### config.mk
export PLATFORM = sky130hd
export DESIGN_NAME = servo_status_packet_receiver_core_flat
export DESIGN_NICKNAME = d
export VERILOG_FILES = /design/src/rtl/sspr_pkg.sv /design/src/rtl/sspr_ifs.sv /design/src/rtl/sspr_parser.sv /design/src/rtl/servo_status_packet_receiver_core.sv /design/src/flat_wrapper.sv
export SDC_FILE = /design/constraint.sdc
export NUM_CORES = 1
export LEC_CHECK = 0
export ABC_AREA = 1
export BUFFER_PORTS_ARGS = -buffer_cell sky130_fd_sc_hd__buf_2
export CORE_MARGIN = 3
export CORE_UTILIZATION = 63
export DETAILED_ROUTE_END_ITERATION = 7
export GPL_TIMING_DRIVEN = 1
export MAX_ROUTING_LAYER = met4
export PLACE_DENSITY = 0.9
export SLEW_MARGIN = 40
export SYNTH_ARGS = -nofsm -noshare
export SYNTH_HDL_FRONTEND = slang
export SYNTH_HIERARCHICAL = 1
export SYNTH_SLANG_ARGS = --single-unit
export TNS_END_PERCENT = 20
### constraint.sdc
create_clock -name clock -period 6.8 [get_ports clock]
set_input_delay 2.04 -clock clock [delete_from_list [all_inputs] [get_ports clock]]
set_output_delay 2.04 -clock clock [all_outputs]
set_load 0.03 [all_outputs]
### src/rtl/sspr_pkg.sv
// Shared types and constants for the servo status packet receiver.
// No dependencies; imported by the parser, the top level, the checker and the testbench.
`default_nettype none

package sspr_pkg;

   // Largest number of reply parameters (default of the top-level parameter)
   localparam int MAX_REPLY_PARAMS_DEF = 64;

   // Reset values of the timing registers
   localparam logic [15:0] BYTE_TIME_RST = 16'd210;
   localparam logic [15:0] MARGIN_RST    = 16'd5000;

   // Id that needs no reply
   localparam logic [7:0] BCAST_SERVO_ID = 8'd254;
   // Header byte, sent twice
   localparam logic [7:0] HEADER_BYTE  = 8'hFF;
   // Bytes of a reply beyond its parameters
   localparam logic [8:0] FRAME_OVERHEAD = 9'd6;

   localparam int TICK_W = 25;

   // Request kinds
   typedef enum logic [1:0] {
      KIND_START = 2'd0,
      KIND_BYTE  = 2'd1,
      KIND_TICK  = 2'd2
   } kind_type;

   // Reported status
   typedef enum logic [2:0] {
      ST_IDLE    = 3'd0,
      ST_WAIT    = 3'd1,
      ST_SUCCESS = 3'd2,
      ST_CORRUPT = 3'd3,
      ST_TIMEOUT = 3'd4
   } status_type;

   // Configuration register indexes
   typedef enum logic [1:0] {
      CSR_BYTE_TIME = 2'd0,
      CSR_MARGIN    = 2'd1
   } csr_index_type;

   // One request item
   typedef struct packed {
      logic [1:0] kind;
      logic [7:0] expected_id;
      logic [7:0] reply_param_count;
      logic [7:0] rx_byte;
   } req_item_type;

   // One result item
   typedef struct packed {
      logic [2:0] status;
      logic       done_res;
      logic [7:0] servo_error_bits;
      logic       param_valid;
      logic [5:0] param_index;
      logic [7:0] param_byte;
   } rsp_item_type;

endpackage

`default_nettype wire

### src/rtl/sspr_ifs.sv
// Valid/ready channel interfaces for requests, results and register writes.
// Depends on nothing but plain logic types.
`default_nettype none

interface sspr_req_if;
   logic       valid;
   logic       ready;
   logic [1:0] kind;
   logic [7:0] expected_id;
   logic [7:0] reply_param_count;
   logic [7:0] rx_byte;
   modport source (output valid, kind, expected_id, reply_param_count, rx_byte, input ready);
   modport sink   (input valid, kind, expected_id, reply_param_count, rx_byte, output ready);
endinterface

interface sspr_rsp_if;
   logic       valid;
   logic       ready;
   logic [2:0] status;
   logic       done_res;
   logic [7:0] servo_error_bits;
   logic       param_valid;
   logic [5:0] param_index;
   logic [7:0] param_byte;
   modport source (output valid, status, done_res, servo_error_bits, param_valid,
                   param_index, param_byte, input ready);
   modport sink   (input valid, status, done_res, servo_error_bits, param_valid,
                   param_index, param_byte, output ready);
endinterface

interface sspr_csr_if;
   logic        valid;
   logic        ready;
   logic [1:0]  index;
   logic [15:0] data;
   modport source (output valid, index, data, input ready);
   modport sink   (input valid, index, data, output ready);
endinterface

`default_nettype wire

### src/rtl/sspr_parser.sv
// Status packet parser: transaction state, header hunt, checksum and timeout.
// Depends on sspr_pkg. Updates its state on each step and returns that step's result.
`default_nettype none

module sspr_parser #(
   parameter int MAX_REPLY_PARAMS = sspr_pkg::MAX_REPLY_PARAMS_DEF
) (
   input  wire logic                   clock,
   input  wire logic                   reset,
   input  wire logic                   step_en,
   input  wire sspr_pkg::req_item_type item,
   input  wire logic [15:0]            byte_time,
   input  wire logic [15:0]            margin,
   output sspr_pkg::rsp_item_type      result
);
   import sspr_pkg::*;

   // Largest legal length byte: parameters plus error/checksum overhead
   localparam logic [8:0] LEN_MAX  = 9'(MAX_REPLY_PARAMS + 2);
   localparam logic [TICK_W-1:0] TICK_SAT = {TICK_W{1'b1}};

   typedef enum logic [3:0] {
      PH_IDLE, PH_HUNT1, PH_HUNT2, PH_ID, PH_LEN, PH_ERR,
      PH_PARAM, PH_CSUM, PH_OK, PH_BAD, PH_TOUT
   } phase_type;

   phase_type         phase_ff, phase_in;
   logic [7:0]        want_id_ff, want_id_in;
   logic [TICK_W-1:0] tick_count_ff, tick_count_in;
   logic [TICK_W-1:0] tick_limit_ff, tick_limit_in;
   logic [7:0]        sum_ff, sum_in;
   logic [7:0]        left_ff, left_in;
   logic [5:0]        pos_ff, pos_in;
   logic              got_byte_ff, got_byte_in;
   logic [7:0]        err_ff, err_in;

   logic [8:0]        cnt_plus;
   logic [TICK_W-1:0] limit_prod;
   logic [TICK_W-1:0] limit_full;
   logic              waiting;
   logic              done;
   logic [7:0]        byte_sum;

   // Reply timeout: one multiply and one add, fits 25 bits for any register values
   assign cnt_plus   = {1'b0, item.reply_param_count} + FRAME_OVERHEAD;
   assign limit_prod = TICK_W'(byte_time) * TICK_W'(cnt_plus);
   assign limit_full = limit_prod + TICK_W'(margin);

   assign waiting  = (phase_ff >= PH_HUNT1) && (phase_ff <= PH_CSUM);
   assign byte_sum = sum_ff + item.rx_byte;

   // Next state and this step's result
   always_comb begin
      phase_in      = phase_ff;
      want_id_in    = want_id_ff;
      tick_count_in = tick_count_ff;
      tick_limit_in = tick_limit_ff;
      sum_in        = sum_ff;
      left_in       = left_ff;
      pos_in        = pos_ff;
      got_byte_in   = got_byte_ff;
      err_in        = err_ff;
      done          = 1'b0;
      result.param_valid = 1'b0;
      result.param_index = 6'd0;
      result.param_byte  = 8'd0;

      unique case (item.kind)
         KIND_START: begin
            want_id_in    = item.expected_id;
            tick_count_in = '0;
            sum_in        = 8'd0;
            left_in       = 8'd0;
            pos_in        = 6'd0;
            got_byte_in   = 1'b0;
            err_in        = 8'd0;
            if (item.expected_id == BCAST_SERVO_ID) begin
               tick_limit_in = '0;
               phase_in      = PH_OK;
               done          = 1'b1;
            end else begin
               tick_limit_in = limit_full;
               phase_in      = PH_HUNT1;
            end
         end
         KIND_BYTE: begin
            if (waiting) begin
               got_byte_in = 1'b1;
               unique case (phase_ff)
                  PH_HUNT1: begin
                     if (item.rx_byte == HEADER_BYTE) phase_in = PH_HUNT2;
                  end
                  PH_HUNT2: begin
                     phase_in = (item.rx_byte == HEADER_BYTE) ? PH_ID : PH_HUNT1;
                  end
                  PH_ID: begin
                     if (item.rx_byte != want_id_ff) begin
                        phase_in = PH_BAD;
                        done     = 1'b1;
                     end else begin
                        sum_in   = item.rx_byte;
                        phase_in = PH_LEN;
                     end
                  end
                  PH_LEN: begin
                     if (item.rx_byte < 8'd2 || {1'b0, item.rx_byte} > LEN_MAX) begin
                        phase_in = PH_BAD;
                        done     = 1'b1;
                     end else begin
                        sum_in   = byte_sum;
                        left_in  = item.rx_byte - 8'd2;
                        pos_in   = 6'd0;
                        phase_in = PH_ERR;
                     end
                  end
                  PH_ERR: begin
                     sum_in   = byte_sum;
                     err_in   = item.rx_byte;
                     phase_in = (left_ff == 8'd0) ? PH_CSUM : PH_PARAM;
                  end
                  PH_PARAM: begin
                     sum_in             = byte_sum;
                     result.param_valid = 1'b1;
                     result.param_index = pos_ff;
                     result.param_byte  = item.rx_byte;
                     pos_in             = pos_ff + 6'd1;
                     left_in            = left_ff - 8'd1;
                     if (left_ff == 8'd1) phase_in = PH_CSUM;
                  end
                  PH_CSUM: begin
                     phase_in = (item.rx_byte == ~sum_ff) ? PH_OK : PH_BAD;
                     done     = 1'b1;
                  end
                  default: begin
                  end
               endcase
            end
         end
         KIND_TICK: begin
            if (waiting) begin
               if (tick_count_ff != TICK_SAT) tick_count_in = tick_count_ff + TICK_W'(1);
               if (tick_count_in > tick_limit_ff) begin
                  phase_in = got_byte_ff ? PH_BAD : PH_TOUT;
                  done     = 1'b1;
               end
            end
         end
         default: begin
            // unused kind: nothing changes
         end
      endcase

      // Status follows the updated phase
      unique case (phase_in)
         PH_IDLE: result.status = ST_IDLE;
         PH_OK:   result.status = ST_SUCCESS;
         PH_BAD:  result.status = ST_CORRUPT;
         PH_TOUT: result.status = ST_TIMEOUT;
         default: result.status = ST_WAIT;
      endcase
      result.done_res         = done;
      result.servo_error_bits = (phase_in == PH_OK) ? err_in : 8'd0;
   end

   // Transaction state
   always_ff @(posedge clock) begin
      if (reset) begin
         phase_ff      <= PH_IDLE;
         want_id_ff    <= 8'd0;
         tick_count_ff <= '0;
         tick_limit_ff <= '0;
         sum_ff        <= 8'd0;
         left_ff       <= 8'd0;
         pos_ff        <= 6'd0;
         got_byte_ff   <= 1'b0;
         err_ff        <= 8'd0;
      end else if (step_en) begin
         phase_ff      <= phase_in;
         want_id_ff    <= want_id_in;
         tick_count_ff <= tick_count_in;
         tick_limit_ff <= tick_limit_in;
         sum_ff        <= sum_in;
         left_ff       <= left_in;
         pos_ff        <= pos_in;
         got_byte_ff   <= got_byte_in;
         err_ff        <= err_in;
      end
   end

endmodule

`default_nettype wire

### src/rtl/servo_status_packet_receiver_core.sv
// Top level of the servo status packet receiver: channels, registers, pipeline.
// Depends on sspr_pkg, the interfaces in sspr_ifs and sspr_parser.
`default_nettype none

// Receives a servo status reply one byte per request. A start request arms the
// receiver (broadcast id 254 succeeds at once); byte and tick requests then drive
// header hunt, id/length/error/parameter parsing, checksum and timeout. Every
// request yields exactly one result. Throughput is one request per clock while
// the result side keeps up: the request goes into an input register, the parser
// works on it combinationally and the result lands in an output register. The
// timing registers (index 0 byte time, index 1 margin) are written at any time
// over csr_ch, which is always ready, and take effect on the next start.
module servo_status_packet_receiver_core #(
   parameter int MAX_REPLY_PARAMS = sspr_pkg::MAX_REPLY_PARAMS_DEF
) (
   input  wire logic clock,
   input  wire logic reset,
   sspr_req_if.sink   req_ch,
   sspr_rsp_if.source rsp_ch,
   sspr_csr_if.sink   csr_ch
);
   import sspr_pkg::*;

   logic         in_valid_ff, in_valid_in;
   req_item_type in_item_ff;
   logic         out_valid_ff, out_valid_in;
   rsp_item_type out_item_ff;
   rsp_item_type step_result;
   logic [15:0]  byte_time_ff;
   logic [15:0]  margin_ff;
   logic         advance;
   logic         req_fire;

   // Pipeline control: the input stage moves on when the output register is free or its result is taken
   assign advance     = in_valid_ff && (!out_valid_ff || rsp_ch.ready);
   assign req_ch.ready = !in_valid_ff || advance;
   assign req_fire    = req_ch.valid && req_ch.ready;
   assign in_valid_in = req_fire || (in_valid_ff && !advance);
   assign out_valid_in = advance || (out_valid_ff && !rsp_ch.ready);

   always_ff @(posedge clock) begin
      if (reset) begin
         in_valid_ff  <= 1'b0;
         out_valid_ff <= 1'b0;
      end else begin
         in_valid_ff  <= in_valid_in;
         out_valid_ff <= out_valid_in;
      end
   end

   // Request register
   always_ff @(posedge clock) begin
      if (req_fire) begin
         in_item_ff.kind              <= req_ch.kind;
         in_item_ff.expected_id       <= req_ch.expected_id;
         in_item_ff.reply_param_count <= req_ch.reply_param_count;
         in_item_ff.rx_byte           <= req_ch.rx_byte;
      end
   end

   // Result register
   always_ff @(posedge clock) begin
      if (advance) out_item_ff <= step_result;
   end

   // Timing registers
   assign csr_ch.ready = 1'b1;
   always_ff @(posedge clock) begin
      if (reset) begin
         byte_time_ff <= BYTE_TIME_RST;
         margin_ff    <= MARGIN_RST;
      end else if (csr_ch.valid) begin
         unique case (csr_ch.index)
            CSR_BYTE_TIME: byte_time_ff <= csr_ch.data;
            CSR_MARGIN:    margin_ff    <= csr_ch.data;
            default: begin
            end
         endcase
      end
   end

   sspr_parser #(
      .MAX_REPLY_PARAMS (MAX_REPLY_PARAMS)
   ) u_parser (
      .clock     (clock),
      .reset     (reset),
      .step_en   (advance),
      .item      (in_item_ff),
      .byte_time (byte_time_ff),
      .margin    (margin_ff),
      .result    (step_result)
   );

   assign rsp_ch.valid            = out_valid_ff;
   assign rsp_ch.status           = out_item_ff.status;
   assign rsp_ch.done_res         = out_item_ff.done_res;
   assign rsp_ch.servo_error_bits = out_item_ff.servo_error_bits;
   assign rsp_ch.param_valid      = out_item_ff.param_valid;
   assign rsp_ch.param_index      = out_item_ff.param_index;
   assign rsp_ch.param_byte       = out_item_ff.param_byte;

endmodule

`default_nettype wire

### src/flat_wrapper.sv
// flat-port wrapper written by rule: the top's interface ports become plain ports
module servo_status_packet_receiver_core_flat import sspr_pkg::*;
#(
   parameter int MAX_REPLY_PARAMS = sspr_pkg::MAX_REPLY_PARAMS_DEF
)
  (clock, reset, req_ch_valid, req_ch_kind, req_ch_expected_id, req_ch_reply_param_count, req_ch_rx_byte, req_ch_ready, rsp_ch_valid, rsp_ch_status, rsp_ch_done_res, rsp_ch_servo_error_bits, rsp_ch_param_valid, rsp_ch_param_index, rsp_ch_param_byte, rsp_ch_ready, csr_ch_valid, csr_ch_index, csr_ch_data, csr_ch_ready);
  sspr_req_if req_ch_i ();
  sspr_rsp_if rsp_ch_i ();
  sspr_csr_if csr_ch_i ();
  input  wire logic clock;
  input  wire logic reset;
  input wire logic [$bits(req_ch_i.valid)-1:0] req_ch_valid;
  input wire logic [$bits(req_ch_i.kind)-1:0] req_ch_kind;
  input wire logic [$bits(req_ch_i.expected_id)-1:0] req_ch_expected_id;
  input wire logic [$bits(req_ch_i.reply_param_count)-1:0] req_ch_reply_param_count;
  input wire logic [$bits(req_ch_i.rx_byte)-1:0] req_ch_rx_byte;
  output wire logic [$bits(req_ch_i.ready)-1:0] req_ch_ready;
  output wire logic [$bits(rsp_ch_i.valid)-1:0] rsp_ch_valid;
  output wire logic [$bits(rsp_ch_i.status)-1:0] rsp_ch_status;
  output wire logic [$bits(rsp_ch_i.done_res)-1:0] rsp_ch_done_res;
  output wire logic [$bits(rsp_ch_i.servo_error_bits)-1:0] rsp_ch_servo_error_bits;
  output wire logic [$bits(rsp_ch_i.param_valid)-1:0] rsp_ch_param_valid;
  output wire logic [$bits(rsp_ch_i.param_index)-1:0] rsp_ch_param_index;
  output wire logic [$bits(rsp_ch_i.param_byte)-1:0] rsp_ch_param_byte;
  input wire logic [$bits(rsp_ch_i.ready)-1:0] rsp_ch_ready;
  input wire logic [$bits(csr_ch_i.valid)-1:0] csr_ch_valid;
  input wire logic [$bits(csr_ch_i.index)-1:0] csr_ch_index;
  input wire logic [$bits(csr_ch_i.data)-1:0] csr_ch_data;
  output wire logic [$bits(csr_ch_i.ready)-1:0] csr_ch_ready;
  assign req_ch_i.valid = req_ch_valid;
  assign req_ch_i.kind = req_ch_kind;
  assign req_ch_i.expected_id = req_ch_expected_id;
  assign req_ch_i.reply_param_count = req_ch_reply_param_count;
  assign req_ch_i.rx_byte = req_ch_rx_byte;
  assign req_ch_ready = req_ch_i.ready;
  assign rsp_ch_valid = rsp_ch_i.valid;
  assign rsp_ch_status = rsp_ch_i.status;
  assign rsp_ch_done_res = rsp_ch_i.done_res;
  assign rsp_ch_servo_error_bits = rsp_ch_i.servo_error_bits;
  assign rsp_ch_param_valid = rsp_ch_i.param_valid;
  assign rsp_ch_param_index = rsp_ch_i.param_index;
  assign rsp_ch_param_byte = rsp_ch_i.param_byte;
  assign rsp_ch_i.ready = rsp_ch_ready;
  assign csr_ch_i.valid = csr_ch_valid;
  assign csr_ch_i.index = csr_ch_index;
  assign csr_ch_i.data = csr_ch_data;
  assign csr_ch_ready = csr_ch_i.ready;
  servo_status_packet_receiver_core #(.MAX_REPLY_PARAMS(MAX_REPLY_PARAMS)) u_core (.clock(clock), .reset(reset), .req_ch(req_ch_i), .rsp_ch(rsp_ch_i), .csr_ch(csr_ch_i));
endmodule
After elaboration in Yosys (flattened, before gate mapping)
Index checks and enable logic that the tools add are counted.
{"block": "totals", "in_bits": 49, "elab_cells": 140, "output_inout_bits": 30, "ff_bits": 180}
{"block": "op_classes", "n_eq_ne": 25, "multipliers": 1, "n_reduce_logical": 30, "n_lt_le_gt_ge": 5, "muxes": 48, "n_bitwise": 1, "addsub": 7}
{"operator": "25-bit 2-to-1 mux", "count": 5}
{"operator": "8-bit case mux with 2 select lines", "count": 4}
{"operator": "8-bit 2-to-1 mux", "count": 7}
{"operator": "25-bit case mux with 2 select lines", "count": 1}
{"operator": "4-bit 2-to-1 mux", "count": 8}
{"operator": "4-bit case mux with 7 select lines", "count": 1}
{"operator": "25-bit by 1-bit adder with 25-bit output (second input constant)", "count": 1}
{"operator": "25-bit by 16-bit adder with 25-bit output", "count": 1}
{"operator": "25-bit greater-than comparator", "count": 1}
{"operator": "16-bit by 9-bit multiplier with 25-bit output", "count": 1}
{"operator": "25-bit inequality test (second input constant)", "count": 1}
{"operator": "6-bit case mux with 2 select lines", "count": 2}
{"operator": "8-bit case mux with 3 select lines", "count": 1}
{"operator": "4-bit by 3-bit == test with 1-bit output (second input constant)", "count": 4}
{"operator": "8-bit == test (second input constant)", "count": 2}
{"operator": "15-bit 2-to-1 mux", "count": 1}
{"operator": "4-bit == test (second input constant)", "count": 3}
{"operator": "6-bit 2-to-1 mux", "count": 2}
{"operator": "3-bit case mux with 4 select lines", "count": 1}
{"operator": "4-bit case mux with 3 select lines", "count": 1}
{"operator": "8-bit by 3-bit adder with 9-bit output (second input constant)", "count": 1}
{"operator": "1-bit 2-to-1 mux", "count": 9}
{"operator": "3-bit AND reduction", "count": 3}
{"operator": "8-bit adder", "count": 1}
{"operator": "33 further kinds", "count": 55}

Longest topological paths before layout
{"block": "logic_depth", "word_depth": 10, "mapped_depth": 30, "mapped_depth_nobuf": 29}

Modules after synthesis
Netlist, hierarchy kept.
{"mod": "sspr_parser", "cells_per_inst": 1667, "seq_area_each_um2": 1861.8, "instances": 1, "area_per_inst_um2": 11686.2}
{"mod": "servo_status_packet_receiver_core", "cells_per_inst": 259, "seq_area_each_um2": 2272.2, "instances": 1, "area_per_inst_um2": 3045.4}

Worst setup path before layout
OpenSTA, ideal clock, no wires.
{"block": "synth_path", "path_type": "register -> register", "startpoint": "register u_core/in_item_ff[9] in the netlist's numbering", "endpoint": "register u_core.u_parser.tick_limit_ff[23]", "path_buffers": 2, "slack_ps": 893, "period_less_slack_ps": 5907, "setup_ps": 132, "required_ps": 6668, "arrival_time_ps": 5775, "path_stages_with_launch": 27, "cell_sequence": "edfxtp_1 inv_1 buf_1 ha_1 nor2_1 a21o_1 nand2_1 clkbuf_1 nor2_1 fa_1 inv_1 fa_1 inv_1 fa_1 fa_1 inv_1 fa_1 inv_1 ha_1 nand2_1 nor4_1 nand3_1 nand3_1 a21oi_1 or2_2 nand3_1 a21oi_1"}
{"block": "synth_between", "elab_chain_cells": 4}
{"element": "from (decl)", "line_no": "servo_status_packet_receiver_core.sv:25", "source": "req_item_type in_item_ff;"}
{"element": "8-bit by 3-bit adder with 9-bit output", "line_no": "sspr_parser.sv:45", "source": "assign cnt_plus = {1'b0, item.reply_param_count} + FRAME_OVERHEAD;"}
{"element": "16-bit by 9-bit multiplier with 25-bit output", "line_no": "sspr_parser.sv:46", "source": "assign limit_prod = TICK_W'(byte_time) * TICK_W'(cnt_plus);"}
{"element": "25-bit by 16-bit adder with 25-bit output", "line_no": "sspr_parser.sv:47", "source": "assign limit_full = limit_prod + TICK_W'(margin);"}
{"element": "25-bit 2-to-1 mux", "line_no": "sspr_parser.sv:77", "source": "if (item.expected_id == BCAST_SERVO_ID) begin"}
{"element": "to (signal assigned)", "line_no": "sspr_parser.sv:181", "source": "tick_limit_ff <= tick_limit_in;"}
{"element": "to (decl)", "line_no": "sspr_parser.sv:30", "source": "logic [TICK_W-1:0] tick_limit_ff, tick_limit_in;"}
No other way between the ends.
A chain may end at the register's enable or synchronous reset.

Worst setup path after layout
Same ends and word-level chain as after synthesis.

==> flow_summary.yaml <==
sta:
  clock_skew_ns: 0.0210
  worst_slew_pin_slew_ns: 0.739
  fin_setup_tns_ns: 0
  setup_viol: 0
  layout_min_cycle_time_ns: 6.45
  slew_headroom_pct: 50.3
  period_share_pct: 94.8
  fmaxAchievable_mhz: 155
  rsz0062_at_grt: "false"
  hold_viol_final: 0
  whs_ns: 0.465
  final-max-slew-violation-count: 0
  setup_ws_ns: 0.355
floorplanning:
  top_level_ports: 79
  dieWidth_um: 159
  core_area_um2: 22800
  rows: 55
  start_util_pct: 64.7
  dieArea_um2: 25300
  fp.dieH_um: 159
clock_tree:
  clk_path_buf_depth: 2
  cts_buffers: 17
  cts_tree: "yes"
  clk_latency_ns: 0.45
  ctsResizeCount: 0
  post_cts_buffers: 0
  postCtsHoldBufs: 0
  clkTransAtPathRegs_ns: 0.09
  htreeDepth: 4
  cts.sinks: 180
  cts_root_buffer: "clkbuf_16"
worst_setup_path:
  arrival_ns: 6.74
  r2r-end: "u_core/u_parser/tick_limit_ff[23]"
  cp_max_fo: 12
  reg2reg_slack_ns: 0.35
  critPathCaptureType: "flip-flop"
  critical_path_class: "flip-flop to flip-flop"
  cp.required_ns: 7.09
  r2r_start: "u_core/in_item_ff[9]"
  start_kind: "flip-flop"
  crit_start: "u_core/in_item_ff[9]"
  setup.worst_path.end: "u_core/u_parser/tick_limit_ff[23]"
  r2r_cells: 23
cells_and_area:
  fillers: 1798
  finalNetCount: 2234
  drive_gt1_share_pct: 10.8
  stdcell_area_um2: 15900
  syn2layout_area_growth_pct: 7.98
  num_antenna_cells: 0
grt:
  grt_max_degree: 58
  antenna_found_initial: 0
  grt.total_usage_pct: 31.3
  grt_pass1_wl_um: 63200
  globalRouteOverflowTotal: 0
  grt_pass1_vias: 13300
drt:
  drt_iter0_drc: 1376
  wl_per_cell_um: 16.5
  via_per_inst: 5.71
  postRouteAntennaNets: 0
  first_pass_iters: 7
  drc: 0
  wirelength_um: 37800
  num_vias: 13100
placement:
  globalplace.congestion: 0.983
  dp_slack_ns: 0.528
  dp_hpwl_um: 28600
  portBuffers: 77
  place_area_um2: 15300
outcome:
  status: "completed"
logic_synthesis:
  yosys_warnings: 6
  synth_area_leader_cell: "dfxtp_1"
  synth_area_leaders: "dfxtp_1 17%, fa_1 15%, edfxtp_1 11%"
  synthArstFlopShare_pct: 0
  ys_seq_area_share_pct: 28.1
  synth_area_per_cell_um2: 7.65
  syn_inst: 1926
  synth_common_cells: "396 x nand2_1, 323 x inv_1, 211 x nor2_1"
  synth_most_common_cell: "nand2_1"
  synth_top_area_share_pct: 17.3
  netlist_area_um2: 14700
  synth_flop_cell: "dfxtp_1"
  synth_cell_types: 57
  synth_nets: 2189
  ys_seq_elements: 180
  synth_edf_count: 53
pwr:
  power_density_nw_per_um2: 269
  ir_worst_vdd_v: 0.000239
  power.leakage_nw: 7.63
run:
  cap_violations: 0
hold_path:
  hold_class: "flip-flop to flip-flop"
  hp-start: "u_core/u_parser/tick_limit_ff[21]"
## critical path, cell delays in order (launching register included)
cell and delay (ns):
edfxtp_1 0.42, inv_1 0.15, a21oi_1 0.30, xor2_1 0.45
inv_1 0.35, nor2_1 0.22, fa_1 0.44, inv_1 0.09
fa_1 0.41, inv_1 0.10, fa_1 0.45, fa_1 0.56
inv_1 0.06, fa_1 0.52, inv_1 0.05, ha_1 0.37
nand2_1 0.13, nor4_1 0.41, nand3_1 0.14, nand3_1 0.18
a21oi_1 0.10, or2_2 0.27, nand3_1 0.07, a21oi_1 0.06
## per-stage QoR
stage               instances  power, W  util (%)
detailed placement       2265   0.00322      67.1
global placement         2265   0.00316      67.1
finish                   2297   0.00428      69.8
CTS                      2297   0.00425      69.8
floorplan                1926   0.00278         -
global route             2297   0.00463      69.8
## worst min path at each step
stage	endpoint	depth (start not counted)
2_1_floorplan	u_core/margin_ff[12]	2
3_3_place_gp	u_core/margin_ff[8]	2
3_5_place_dp	u_core/margin_ff[9]	2
4_1_cts	u_core/margin_ff[9]	2
5_1_grt	u_core/u_parser/tick_limit_ff[15]	2
6_report	u_core/u_parser/tick_limit_ff[21]	2
## state kept, by name (all words and copies together), names as in the netlist
register	count
u_core/byte_time_ff	16
u_core/in_item_ff	26
u_core/in_valid_ff	1
u_core/margin_ff	16
u_core/rsp_ch.done_res	1
u_core/rsp_ch.param_byte	8
u_core/rsp_ch.param_index	6
u_core/rsp_ch.param_valid	1
u_core/rsp_ch.servo_error_bits	8
u_core/rsp_ch.status	3
u_core/rsp_ch.valid	1
u_core/u_parser/err_ff	8
u_core/u_parser/got_byte_ff	1
u_core/u_parser/left_ff	8
u_core/u_parser/phase_ff	4
u_core/u_parser/pos_ff	6
u_core/u_parser/sum_ff	8
u_core/u_parser/tick_count_ff	25
u_core/u_parser/tick_limit_ff	25
u_core/u_parser/want_id_ff	8
## per-layer routing
layer,up-vias,global-route usage [%],routed length [µm]
met2,657,52.2,18300
met5,-,-,0
met1,6110,37.7,14900
met4,0,14.7,1900
met3,154,4.46,2720
li1,6197,-,-
## power by group
group	switching (W)	leakage, nW	internal [W]
Sequential	0.0000504	1.55	0.00116
Combinational	0.00131	5.78	0.000730
Clock	0.000519	0.295	0.000502
## kinds of logic (layout without fill, tap and decap cells)
| kind of cell | Yosys count | in the layout | synth area share (%) |
|---|---|---|---|
| simple gates | 821 | 821 | 24.9 |
| buf+inv | 400 | 458 | 10.7 |
| compound gates | 273 | 273 | 10.2 |
| fa+ha+maj | 214 | 214 | 23.9 |
| flops | 180 | 180 | 28.1 |
| xor+xnor | 36 | 36 | 2.19 |
| other cells | 1 | 1 | 0.0255 |
| mux | 1 | 1 | 0.0679 |
## placed cells by master (no fill, tap or decap), drive strengths merged, types with 2 or more instances in the layout
cell type,netlist,layout
dfxtp,127,127
xor2,22,22
o22ai,6,6
nor2,223,223
clkinv,2,7
ha,102,102
xnor2,14,14
a22oi,4,4
clkbuf,33,17
a32oi,8,8
nor3,37,37
a21o,7,7
a31oi,4,4
nor3b,3,3
edfxtp,53,53
o21bai,3,3
nand4,22,22
nor4,6,6
nand3,92,92
a21oi,153,153
inv,339,348
nand3b,7,7
or2,12,12
o21ai,76,76
a211oi,4,4
o21a,2,2
fa,112,112
buf,26,85
nand2,417,417
## cell type report
type | count | area (µm²) | area share (%)
well taps | 313 | 392 | 2.46
clock inverters | 15 | 175 | 1.10
clock buffers | 17 | 425 | 2.67
inverters | 341 | 1280 | 8.07
flip-flops and latches | 180 | 4130 | 26.0
repair buffers | 85 | 445 | 2.80
multi-input cells | 1346 | 9050 | 56.9
No activity file was read; power rests on OpenSTA's default activity.
